`config.mk`:
```
export PLATFORM = sky130hd
export DESIGN_NAME = whitespace_skipping_murmur2_hash_flat
export DESIGN_NICKNAME = d
export VERILOG_FILES = /design/src/wsmh_pkg.sv /design/src/wsmh_channels.sv /design/src/whitespace_skipping_murmur2_hash.sv /design/src/wsmh_ctrl.sv /design/src/wsmh_dp.sv /design/src/flat_wrapper.sv
export SDC_FILE = /design/constraint.sdc
export NUM_CORES = 1
export LEC_CHECK = 0
export BUFFER_PORTS_ARGS = -buffer_cell sky130_fd_sc_hd__buf_2
export CAP_MARGIN = 40
export CORE_MARGIN = 10
export CORE_UTILIZATION = 45
export CTS_BUF_LIST = sky130_fd_sc_hd__clkbuf_2 sky130_fd_sc_hd__clkbuf_4 sky130_fd_sc_hd__clkbuf_8
export DETAILED_ROUTE_END_ITERATION = 8
export GPL_TIMING_DRIVEN = 1
export SYNTH_ARGS = -nofsm -noshare
export SYNTH_HDL_FRONTEND = slang
export SYNTH_SLANG_ARGS = --single-unit
```
`constraint.sdc`:
```
create_clock -name clk -period 27 [get_ports clk]
set_input_delay 1.35 -clock clk [delete_from_list [all_inputs] [get_ports clk]]
set_output_delay 1.35 -clock clk [all_outputs]
set_load 0.02 [all_outputs]
```
`src/wsmh_pkg.sv`:
```
`default_nettype none

package wsmh_pkg;

    // Mixing multiplier and shift amounts
    localparam logic [31:0] MIX_MUL       = 32'd1540483477;
    localparam int unsigned BLOCK_SHIFT   = 24;
    localparam int unsigned FINAL_SHIFT_A = 13;
    localparam int unsigned FINAL_SHIFT_B = 15;

    // Skipped whitespace codes
    localparam logic [7:0] CH_TAB   = 8'd9;
    localparam logic [7:0] CH_LF    = 8'd10;
    localparam logic [7:0] CH_CR    = 8'd13;
    localparam logic [7:0] CH_SPACE = 8'd32;

    typedef enum logic [2:0] {
        ST_IDLE,
        ST_MIX1,
        ST_MIX2,
        ST_MIX3,
        ST_TAIL,
        ST_FIN_A,
        ST_FIN_B
    } wsmh_state_t;

    // Operand of the shared multiplier
    typedef enum logic [2:0] {
        OP_WORD,
        OP_FOLD,
        OP_HASH,
        OP_TAIL,
        OP_FIN_PROD,
        OP_FIN_HASH
    } wsmh_op_t;

    typedef struct packed {
        logic     accept;
        logic     mul_en;
        wsmh_op_t mul_sel;
        logic     k_load;
        logic     mix_done;
        logic     deliver;
    } wsmh_cmd_t;

    typedef struct packed {
        logic block_full;
        logic tail_nz;
    } wsmh_status_t;

    function automatic logic is_skipped(input logic [7:0] b);
        return (b == CH_TAB) || (b == CH_LF) || (b == CH_CR) || (b == CH_SPACE);
    endfunction

endpackage

`default_nettype wire

```
`src/wsmh_channels.sv`:
```
`default_nettype none

// Message byte channel
interface wsmh_in_if;
    logic        valid;
    logic        ready;
    logic [7:0]  data_byte;
    logic        is_first;
    logic        is_last;
    logic [31:0] kept_count;

    modport source (output valid, data_byte, is_first, is_last, kept_count, input ready);
    modport sink   (input valid, data_byte, is_first, is_last, kept_count, output ready);
endinterface

// Fingerprint channel
interface wsmh_out_if;
    logic        valid;
    logic        ready;
    logic [31:0] fingerprint;

    modport source (output valid, fingerprint, input ready);
    modport sink   (input valid, fingerprint, output ready);
endinterface

`default_nettype wire

```
`src/whitespace_skipping_murmur2_hash.sv`:
```
`default_nettype none

// Channel  Dir  Fields                                       Accepted when
// msg      in   data_byte, is_first, is_last, kept_count     valid && ready
// res      out  fingerprint                                  valid && ready
//
// A byte that does not complete a 4-byte block is taken without a product; a byte
// that completes one runs three products on the single shared multiplier before
// the next byte is taken. A last byte adds finalisation on the same multiplier,
// and waits further while the output register still holds an untaken result.
// Reset is asynchronous and returns the block to an empty message state.

module whitespace_skipping_murmur2_hash
    import wsmh_pkg::*;
(
    input  wire logic  clk,
    input  wire logic  rst_n,
    wsmh_in_if.sink    msg,
    wsmh_out_if.source res
);

    wsmh_cmd_t    cmd;
    wsmh_status_t status;

    wsmh_ctrl u_ctrl (
        .clk       (clk),
        .rst_n     (rst_n),
        .in_valid  (msg.valid),
        .is_last   (msg.is_last),
        .in_ready  (msg.ready),
        .out_valid (res.valid),
        .out_ready (res.ready),
        .status    (status),
        .cmd       (cmd)
    );

    wsmh_dp u_dp (
        .clk         (clk),
        .rst_n       (rst_n),
        .data_byte   (msg.data_byte),
        .is_first    (msg.is_first),
        .kept_count  (msg.kept_count),
        .cmd         (cmd),
        .status      (status),
        .fingerprint (res.fingerprint)
    );

endmodule

`default_nettype wire

```
`src/wsmh_ctrl.sv`:
```
`default_nettype none

module wsmh_ctrl
    import wsmh_pkg::*;
(
    input  wire logic         clk,
    input  wire logic         rst_n,
    input  wire logic         in_valid,
    input  wire logic         is_last,
    output logic              in_ready,
    output logic              out_valid,
    input  wire logic         out_ready,
    input  wire wsmh_status_t status,
    output wsmh_cmd_t         cmd
);

    wsmh_state_t state_reg, state_next;
    logic        last_reg, last_next;
    logic        out_valid_reg, out_valid_next;
    logic        slot_free;

    assign slot_free = !out_valid_reg || out_ready;
    assign out_valid = out_valid_reg;
    assign in_ready  = (state_reg == ST_IDLE);

    // Advance the sequencer
    always_comb
    begin
        state_next = state_reg;
        unique case (state_reg)
            ST_IDLE:
            begin
                if (in_valid)
                begin
                    if (status.block_full)
                        state_next = ST_MIX1;
                    else if (is_last)
                        state_next = ST_TAIL;
                end
            end
            ST_MIX1:  state_next = ST_MIX2;
            ST_MIX2:  state_next = ST_MIX3;
            ST_MIX3:  state_next = last_reg ? ST_TAIL : ST_IDLE;
            ST_TAIL:  state_next = ST_FIN_A;
            ST_FIN_A: state_next = ST_FIN_B;
            ST_FIN_B:
            begin
                if (slot_free)
                    state_next = ST_IDLE;
            end
            default:  state_next = ST_IDLE;
        endcase
    end

    // Drive datapath commands
    always_comb
    begin
        cmd = '{accept: 1'b0, mul_en: 1'b0, mul_sel: OP_WORD,
                k_load: 1'b0, mix_done: 1'b0, deliver: 1'b0};
        unique case (state_reg)
            ST_IDLE:
            begin
                cmd.accept = in_valid;
                cmd.mul_en = in_valid && status.block_full;
            end
            ST_MIX1:
            begin
                cmd.mul_en  = 1'b1;
                cmd.mul_sel = OP_FOLD;
            end
            ST_MIX2:
            begin
                cmd.mul_en  = 1'b1;
                cmd.mul_sel = OP_HASH;
                cmd.k_load  = 1'b1;
            end
            ST_MIX3:  cmd.mix_done = 1'b1;
            ST_TAIL:
            begin
                cmd.mul_en  = 1'b1;
                cmd.mul_sel = OP_TAIL;
            end
            ST_FIN_A:
            begin
                cmd.mul_en  = 1'b1;
                cmd.mul_sel = status.tail_nz ? OP_FIN_PROD : OP_FIN_HASH;
            end
            ST_FIN_B: cmd.deliver = slot_free;
            default:  cmd.accept = 1'b0;
        endcase
    end

    // Remember the end mark; hold the result flag until taken
    always_comb
    begin
        last_next = last_reg;
        if (cmd.accept)
            last_next = is_last;
        if (cmd.deliver)
            out_valid_next = 1'b1;
        else if (out_ready)
            out_valid_next = 1'b0;
        else
            out_valid_next = out_valid_reg;
    end

    always_ff @(posedge clk or negedge rst_n)
    begin
        if (!rst_n)
        begin
            state_reg     <= ST_IDLE;
            last_reg      <= 1'b0;
            out_valid_reg <= 1'b0;
        end
        else
        begin
            state_reg     <= state_next;
            last_reg      <= last_next;
            out_valid_reg <= out_valid_next;
        end
    end

endmodule

`default_nettype wire

```
`src/wsmh_dp.sv`:
```
`default_nettype none

module wsmh_dp
    import wsmh_pkg::*;
(
    input  wire logic        clk,
    input  wire logic        rst_n,
    input  wire logic [7:0]  data_byte,
    input  wire logic        is_first,
    input  wire logic [31:0] kept_count,
    input  wire wsmh_cmd_t   cmd,
    output wsmh_status_t     status,
    output logic [31:0]      fingerprint
);

    logic [31:0] hash_reg, hash_next;
    logic [23:0] word_reg, word_next;
    logic [1:0]  cnt_reg, cnt_next;
    logic [31:0] prod_reg;
    logic [31:0] k_reg;
    logic [31:0] fp_reg;

    logic [31:0] eff_hash;
    logic [23:0] eff_word;
    logic [1:0]  eff_cnt;
    logic        kept;
    logic [31:0] operand;

    // A first byte starts from the seeded hash and an empty tail
    assign eff_hash = is_first ? (32'd1 ^ kept_count) : hash_reg;
    assign eff_word = is_first ? 24'd0 : word_reg;
    assign eff_cnt  = is_first ? 2'd0 : cnt_reg;
    assign kept     = !is_skipped(data_byte);

    assign status.block_full = kept && (eff_cnt == 2'd3);
    assign status.tail_nz    = (cnt_reg != 2'd0);
    assign fingerprint       = fp_reg;

    // Select the multiplier operand
    always_comb
    begin
        unique case (cmd.mul_sel)
            OP_WORD:     operand = {data_byte, eff_word};
            OP_FOLD:     operand = prod_reg ^ (prod_reg >> BLOCK_SHIFT);
            OP_HASH:     operand = hash_reg;
            OP_TAIL:     operand = hash_reg ^ {8'd0, word_reg};
            OP_FIN_PROD: operand = prod_reg ^ (prod_reg >> FINAL_SHIFT_A);
            OP_FIN_HASH: operand = hash_reg ^ (hash_reg >> FINAL_SHIFT_A);
            default:     operand = hash_reg;
        endcase
    end

    // Pack kept bytes, fold mixed blocks, clear after a message
    always_comb
    begin
        hash_next = hash_reg;
        word_next = word_reg;
        cnt_next  = cnt_reg;
        if (cmd.accept)
        begin
            hash_next = eff_hash;
            word_next = eff_word;
            cnt_next  = eff_cnt;
            if (kept)
            begin
                if (eff_cnt == 2'd3)
                begin
                    word_next = 24'd0;
                    cnt_next  = 2'd0;
                end
                else
                begin
                    word_next = eff_word | (24'(data_byte) << {eff_cnt, 3'b000});
                    cnt_next  = eff_cnt + 2'd1;
                end
            end
        end
        if (cmd.mix_done)
            hash_next = prod_reg ^ k_reg;
        if (cmd.deliver)
        begin
            hash_next = 32'd0;
            word_next = 24'd0;
            cnt_next  = 2'd0;
        end
    end

    always_ff @(posedge clk or negedge rst_n)
    begin
        if (!rst_n)
        begin
            hash_reg <= 32'd0;
            word_reg <= 24'd0;
            cnt_reg  <= 2'd0;
        end
        else
        begin
            hash_reg <= hash_next;
            word_reg <= word_next;
            cnt_reg  <= cnt_next;
        end
    end

    // Shared multiplier, product registered
    always_ff @(posedge clk)
    begin
        if (cmd.mul_en)
            prod_reg <= operand * MIX_MUL;
        if (cmd.k_load)
            k_reg <= prod_reg;
        if (cmd.deliver)
            fp_reg <= prod_reg ^ (prod_reg >> FINAL_SHIFT_B);
    end

endmodule

`default_nettype wire

```
`src/flat_wrapper.sv`:
```
// flat-port wrapper written by rule: the top's interface ports become plain ports
module whitespace_skipping_murmur2_hash_flat import wsmh_pkg::*;
  (clk, rst_n, msg_valid, msg_data_byte, msg_is_first, msg_is_last, msg_kept_count, msg_ready, res_valid, res_fingerprint, res_ready);
  wsmh_in_if msg_i ();
  wsmh_out_if res_i ();
  input  wire logic clk;
  input  wire logic rst_n;
  input wire logic [$bits(msg_i.valid)-1:0] msg_valid;
  input wire logic [$bits(msg_i.data_byte)-1:0] msg_data_byte;
  input wire logic [$bits(msg_i.is_first)-1:0] msg_is_first;
  input wire logic [$bits(msg_i.is_last)-1:0] msg_is_last;
  input wire logic [$bits(msg_i.kept_count)-1:0] msg_kept_count;
  output wire logic [$bits(msg_i.ready)-1:0] msg_ready;
  output wire logic [$bits(res_i.valid)-1:0] res_valid;
  output wire logic [$bits(res_i.fingerprint)-1:0] res_fingerprint;
  input wire logic [$bits(res_i.ready)-1:0] res_ready;
  assign msg_i.valid = msg_valid;
  assign msg_i.data_byte = msg_data_byte;
  assign msg_i.is_first = msg_is_first;
  assign msg_i.is_last = msg_is_last;
  assign msg_i.kept_count = msg_kept_count;
  assign msg_ready = msg_i.ready;
  assign res_valid = res_i.valid;
  assign res_fingerprint = res_i.fingerprint;
  assign res_i.ready = res_ready;
  whitespace_skipping_murmur2_hash u_core (.clk(clk), .rst_n(rst_n), .msg(msg_i), .res(res_i));
endmodule
```
# Word level (Yosys, flattened, before mapping)
# Cells that the tools add are included.
# word_totals
reg_bits	159
input_bits	46
out_inout_bits	34
elab_cells	86
# classes
addsub	1
multipliers	1
eq_ne	18
n_shift	1
muxes	30
n_bitwise	8
reduce_logical	18
# op_table
cell	n
case mux 32 bit (5 select lines)	1
two-way mux 32 bit	4
two-way mux 24 bit	5
XOR 32 x 19 -> 32 bit	2
multiplier 32 x 31 -> 32 bit, second input constant	1
XOR 32 x 17 -> 32 bit	1
XOR 32 x 24 -> 32 bit	1
XOR 32 bit	1
XOR 32 x 8 -> 32 bit	1
equality test 8 x 4 -> 1 bit, second input constant	3
bitwise OR 24 bit	1
<< shifter 8 x 5 -> 24 bit	1
case mux 3 bit (7 select lines)	1
equality test 3 bit, second input constant	5
two-way mux 3 bit	5
case mux 3 bit (4 select lines)	1
two-way mux 2 bit	5
equality test 3 x 2 -> 1 bit, second input constant	3
equality test 8 x 6 -> 1 bit, second input constant	1
two-way mux 1 bit	7
equality test 3 x 1 -> 1 bit, second input constant	2
zero test 3 bit	2
nonzero test 2 bit	3
nonzero test 3 bit	2
other kinds (12)	18

# Longest topological paths before layout
# logic_depth
word_depth	9
mapped_depth	34
mapped_depth_nobuf	31

# By module
# A second synthesis with hierarchy kept.
# hier_totals
cells_unflattened	1657
area_unflattened_um2	16736.1
# modules_own_cells
module	n_inst	cells_each	area_each_um2	seq_area_each_um2
wsmh_dp	1	1621	16379.5	4334.2
wsmh_ctrl	1	36	356.6	125.1

# Worst setup path after synthesis
# No wires, ideal clock.
# synth_timing
path_kind	input port to flip-flop
from	input port msg_is_first
to	register u_core.u_dp.prod_reg[30] (data pin)
setup_ns	0.258
t_arrival_ns	8.497
required_ns	26.742
slack_ns	18.245
path_stages	27
path_buffers	1
cell_sequence	a21oi_4 > clkbuf_1 > a222oi_1 > nand2b_1 > a21oi_1 > a21oi_1 > fa_1 > ha_1 > inv_1 > fa_1 > fa_1 > fa_1 > inv_1 > fa_1 > fa_1 > inv_1 > fa_1 > inv_1 > ha_1 > nand4_1 > or3_1 > a2111oi_0 > a211oi_1 > a31oi_1 > a211o_1 > a21oi_1 > xnor2_1
# synth_via
elab_chain_len	3
# synth_lines
item	line	text
start: declaration	flat_wrapper.sv:10	input wire logic [$bits(msg_i.is_first)-1:0] msg_is_first;
two-way mux 24 bit	wsmh_dp.sv:31	assign eff_word = is_first ? 24'd0 : word_reg;
case mux 32 bit (5 select lines)	wsmh_dp.sv:42	unique case (cmd.mul_sel)
multiplier 32 x 31 -> 32 bit	wsmh_dp.sv:108	prod_reg <= operand * MIX_MUL;
end signal: assignment	wsmh_dp.sv:108	
end: declaration	wsmh_dp.sv:19	logic [31:0] prod_reg;
# Every way passes these cells.
# A chain may end at the register's enable or synchronous reset.

# Worst setup path after layout
# layout_timing
from	register u_core.u_ctrl.state_reg[2]
to	register u_core.u_dp.prod_reg[30] (data pin)
# layout_via
elab_chain_len	5
elab_cells_between_ends	12
cone_classes	mul (1); eq/ne (8); mux (2); reduce/logical (1)
# layout_lines
item	line	text
start: declaration	wsmh_ctrl.sv:17	wsmh_state_t state_reg, state_next;
start signal: assignment	wsmh_ctrl.sv:117	state_reg <= state_next;
equality test 3 bit (tied with other cells)	wsmh_ctrl.sv:60	unique case (state_reg)
case mux 3 bit (4 select lines) *	wsmh_ctrl.sv:60	
equality test 3 bit (tied with other cells)	wsmh_dp.sv:42	
case mux 32 bit (5 select lines) *	wsmh_dp.sv:42	
multiplier 32 x 31 -> 32 bit *	wsmh_dp.sv:108	
# Every way passes the cells marked *; elsewhere a longest branch is shown, timed or not.

==> flow_metrics.tcl <==
set metrics [dict create \
    status "completed" \
    worstSkewPairLatency_ns 0.48 \
    max_cap_viol_count 0 \
    fin_setup_tns_ns 0 \
    synth.net_count 2095 \
    drtIter0Drc 932 \
    die_y_um 214 \
    tightest_slew_ns 0.850 \
    ctsResizeCount 0 \
    dp.cells 2211 \
    via_count 12267 \
    synth-edff-count 96 \
    synth_top_area_share_pct 21.3 \
    path_clk_slew_ns 0.09 \
    clock-root-buffer "clkbuf_8" \
    ys.flop_type "edfxtp_1" \
    crit_buf_inv 5 \
    dr.pass1.iters 8 \
    cp.arrival_ns 9.49 \
    required_ns 27.24 \
    post-route-period-util_pct 34.3 \
    synth-seq-cells 159 \
    slew_viol_final 0 \
    drc 0 \
    hp-class "register to register" \
    hold_buffers 0 \
    critPathMaxStageDelay_ns 0.68 \
    yosysMostFrequentCell "inv_1" \
    rsz0062_at_grt "no" \
    synthArstFlopShare_pct 39.6 \
    core_sq_mm 0.0374 \
    crit_family "adder cells" \
    relSlewSlack_pct 43.0 \
    dp_hpwl_um 39500 \
    h-tree-depth 4 \
    numCtsBuffers 17 \
    grt_usage_pct 21.9 \
    ys_seq_area_share_pct 26.3 \
    start_kind "register" \
    finClkSkew_ns 0.0152 \
    floorplan.initialDensity_pct 45.3 \
    final_cells 2243 \
    area_growth_pct 8.39 \
    wire_per_inst_um 22.3 \
    post-cts-setup-buffer-count 0 \
    crit_type "register to register" \
    finalCriticalPeriod_ns 9.26 \
    synthDistinctLibCells 84 \
    nets 2161 \
    drive_gt1_share_pct 9.93 \
    synthCells 1653 \
    clock-sinks 159 \
    die_w_um 214 \
    crit_fanout 22 \
    viasPerCell 5.47 \
    syn-mean-instance-area_sq_um 10.3 \
    routabilityCongestion 0.929 \
    antenna_found_initial 0 \
    clock_path_buffers 2 \
    wl_um 50100 \
    synthTopCellsByCount "inv_1 (364), ha_1 (216), fa_1 (180), edfxtp_1 (96), nand2_1 (86)" \
    syn-cell-area_sq_mm 0.0170 \
    fin_util_pct 49.1 \
    grt_pass1_vias 12625 \
    yosysWarningCount 0 \
    use_met1_pct 28.5 \
    grt-ovfl-total 0 \
    grt_max_degree 65 \
    cts_tree "yes" \
    endpoint_kind "register" \
    clock.fmax_ghz 0.108 \
    cp_common_cell "fa_1" \
    ios 80 \
    synth.area.top_cells "fa_1 (21%), edfxtp_1 (17%), ha_1 (16%)" \
    met2_usage_pct 36.3 \
    row_count 71 \
    yosys.area.top_type "fa_1" \
    n_antenna_cell 0 \
    setup_viol 0 \
    critPathSlowestCell "o22a_1" \
    place.port_buffers 79 \
    grt-busiest-layer "met2" \
    dieArea_sq_mm 0.0458 \
    ant_nets 0 \
    finalHoldViolCount 0 \
    grt_pass1_wl_um 77300 \
    nFillCells 3532 \
    gr-usage-met3_pct 3.36 \
]
worst min-delay path, delay by kind of cell, from the launching register on:
kind | cells | cell delay, ns
flops | 1 | 0.37
simple gates | 2 | 0.10
cell usage in the layout, fill, tap and decap left out, types with 5 or more instances in the layout:
cell,n
inv_1,364
a21oi_1,68
a211oi_1,7
nand3b_1,13
o221a_2,5
buf_4,18
clkbuf_8,17
edfxtp_1,96
or3_1,6
o21ai_0,42
o221ai_1,16
fa_1,180
a221o_1,10
nand4_1,5
ha_1,216
o211ai_1,8
nand2b_1,14
nor2b_1,7
and2_1,5
nand3_1,10
a221oi_1,8
a22o_1,16
dfrtp_1,63
nor2_1,68
o31ai_1,33
xor2_1,35
buf_2,80
a22oi_1,9
o2bb2ai_1,10
xnor2_1,77
nand2_1,85
a21o_1,15
a222oi_1,9
logic make-up (layout without fill, tap and decap cells):
kind of cell / count (synthesis) / count (layout) / share of synthesized area [%]
xor gates and xnor gates: 114 / 114 / 6.06
and+or+nand+nor: 252 / 252 / 7.49
AOI/OAI and AO/OA: 307 / 307 / 13.1
adders and majority gates: 396 / 396 / 37.2
muxes: 1 / 1 / 0.0590
buffers and inverters: 424 / 503 / 9.76
DFF: 159 / 159 / 26.3
layout make-up:
type | instances | area (sq um) | area share (%)
multi-input combinational | 1070 | 10900 | 59.1
clock buffer | 20 | 256 | 1.40
timing repair buffer | 106 | 669 | 3.64
tap | 511 | 639 | 3.48
inverter | 365 | 1370 | 7.46
sequential | 159 | 4460 | 24.3
clock inverter | 12 | 115 | 0.626
stage by stage:
stage / hold slack (ns) / area, sq um / setup WS [ns]
floorplan: 0.424 / 17000 / 18.25
global placement: 0.481 / 17900 / 17.54
detailed placement: 0.487 / 18000 / 17.34
CTS: 0.510 / 18400 / 17.79
global route: 0.550 / 18400 / 17.20
finish: 0.504 / 18400 / 17.74
routing by layer:
metal  vias to the layer above  part of all wire (%)
li1                       5655                     -
met3                        82                   5.6
met2                       401                    48
met1                      6129                    43
met4                         0                   3.4
met5                         -                     0
worst paths after layout:
path / from / endpoint / slack (ns) / depth (start not counted)
min in group asynchronous: rst_n / u_core.u_ctrl.state_reg[1]$_DFFE_PN0P_ / 0.84 / 2
hold / removal: u_core.u_ctrl.last_reg$_DFFE_PN0P_ / u_core.u_ctrl.last_reg$_DFFE_PN0P_ / 0.50 / 2
max in group asynchronous: rst_n / u_core.u_dp.hash_reg[6]$_DFFE_PN0P_ / 25.63 / 3
setup reg to reg: u_core.u_ctrl.state_reg[2]$_DFFE_PN0P_ / u_core.u_dp.prod_reg[30]$_DFFE_PP_ / 17.74 / 29
hold reg to reg: u_core.u_ctrl.last_reg$_DFFE_PN0P_ / u_core.u_ctrl.last_reg$_DFFE_PN0P_ / 0.50 / 2
setup / recovery: u_core.u_ctrl.state_reg[2]$_DFFE_PN0P_ / u_core.u_dp.prod_reg[30]$_DFFE_PP_ / 17.74 / 29
Power is left out: the tool's default activity adds up to more than one toggle a clock period on the data nets, which glitch-free logic cannot reach.
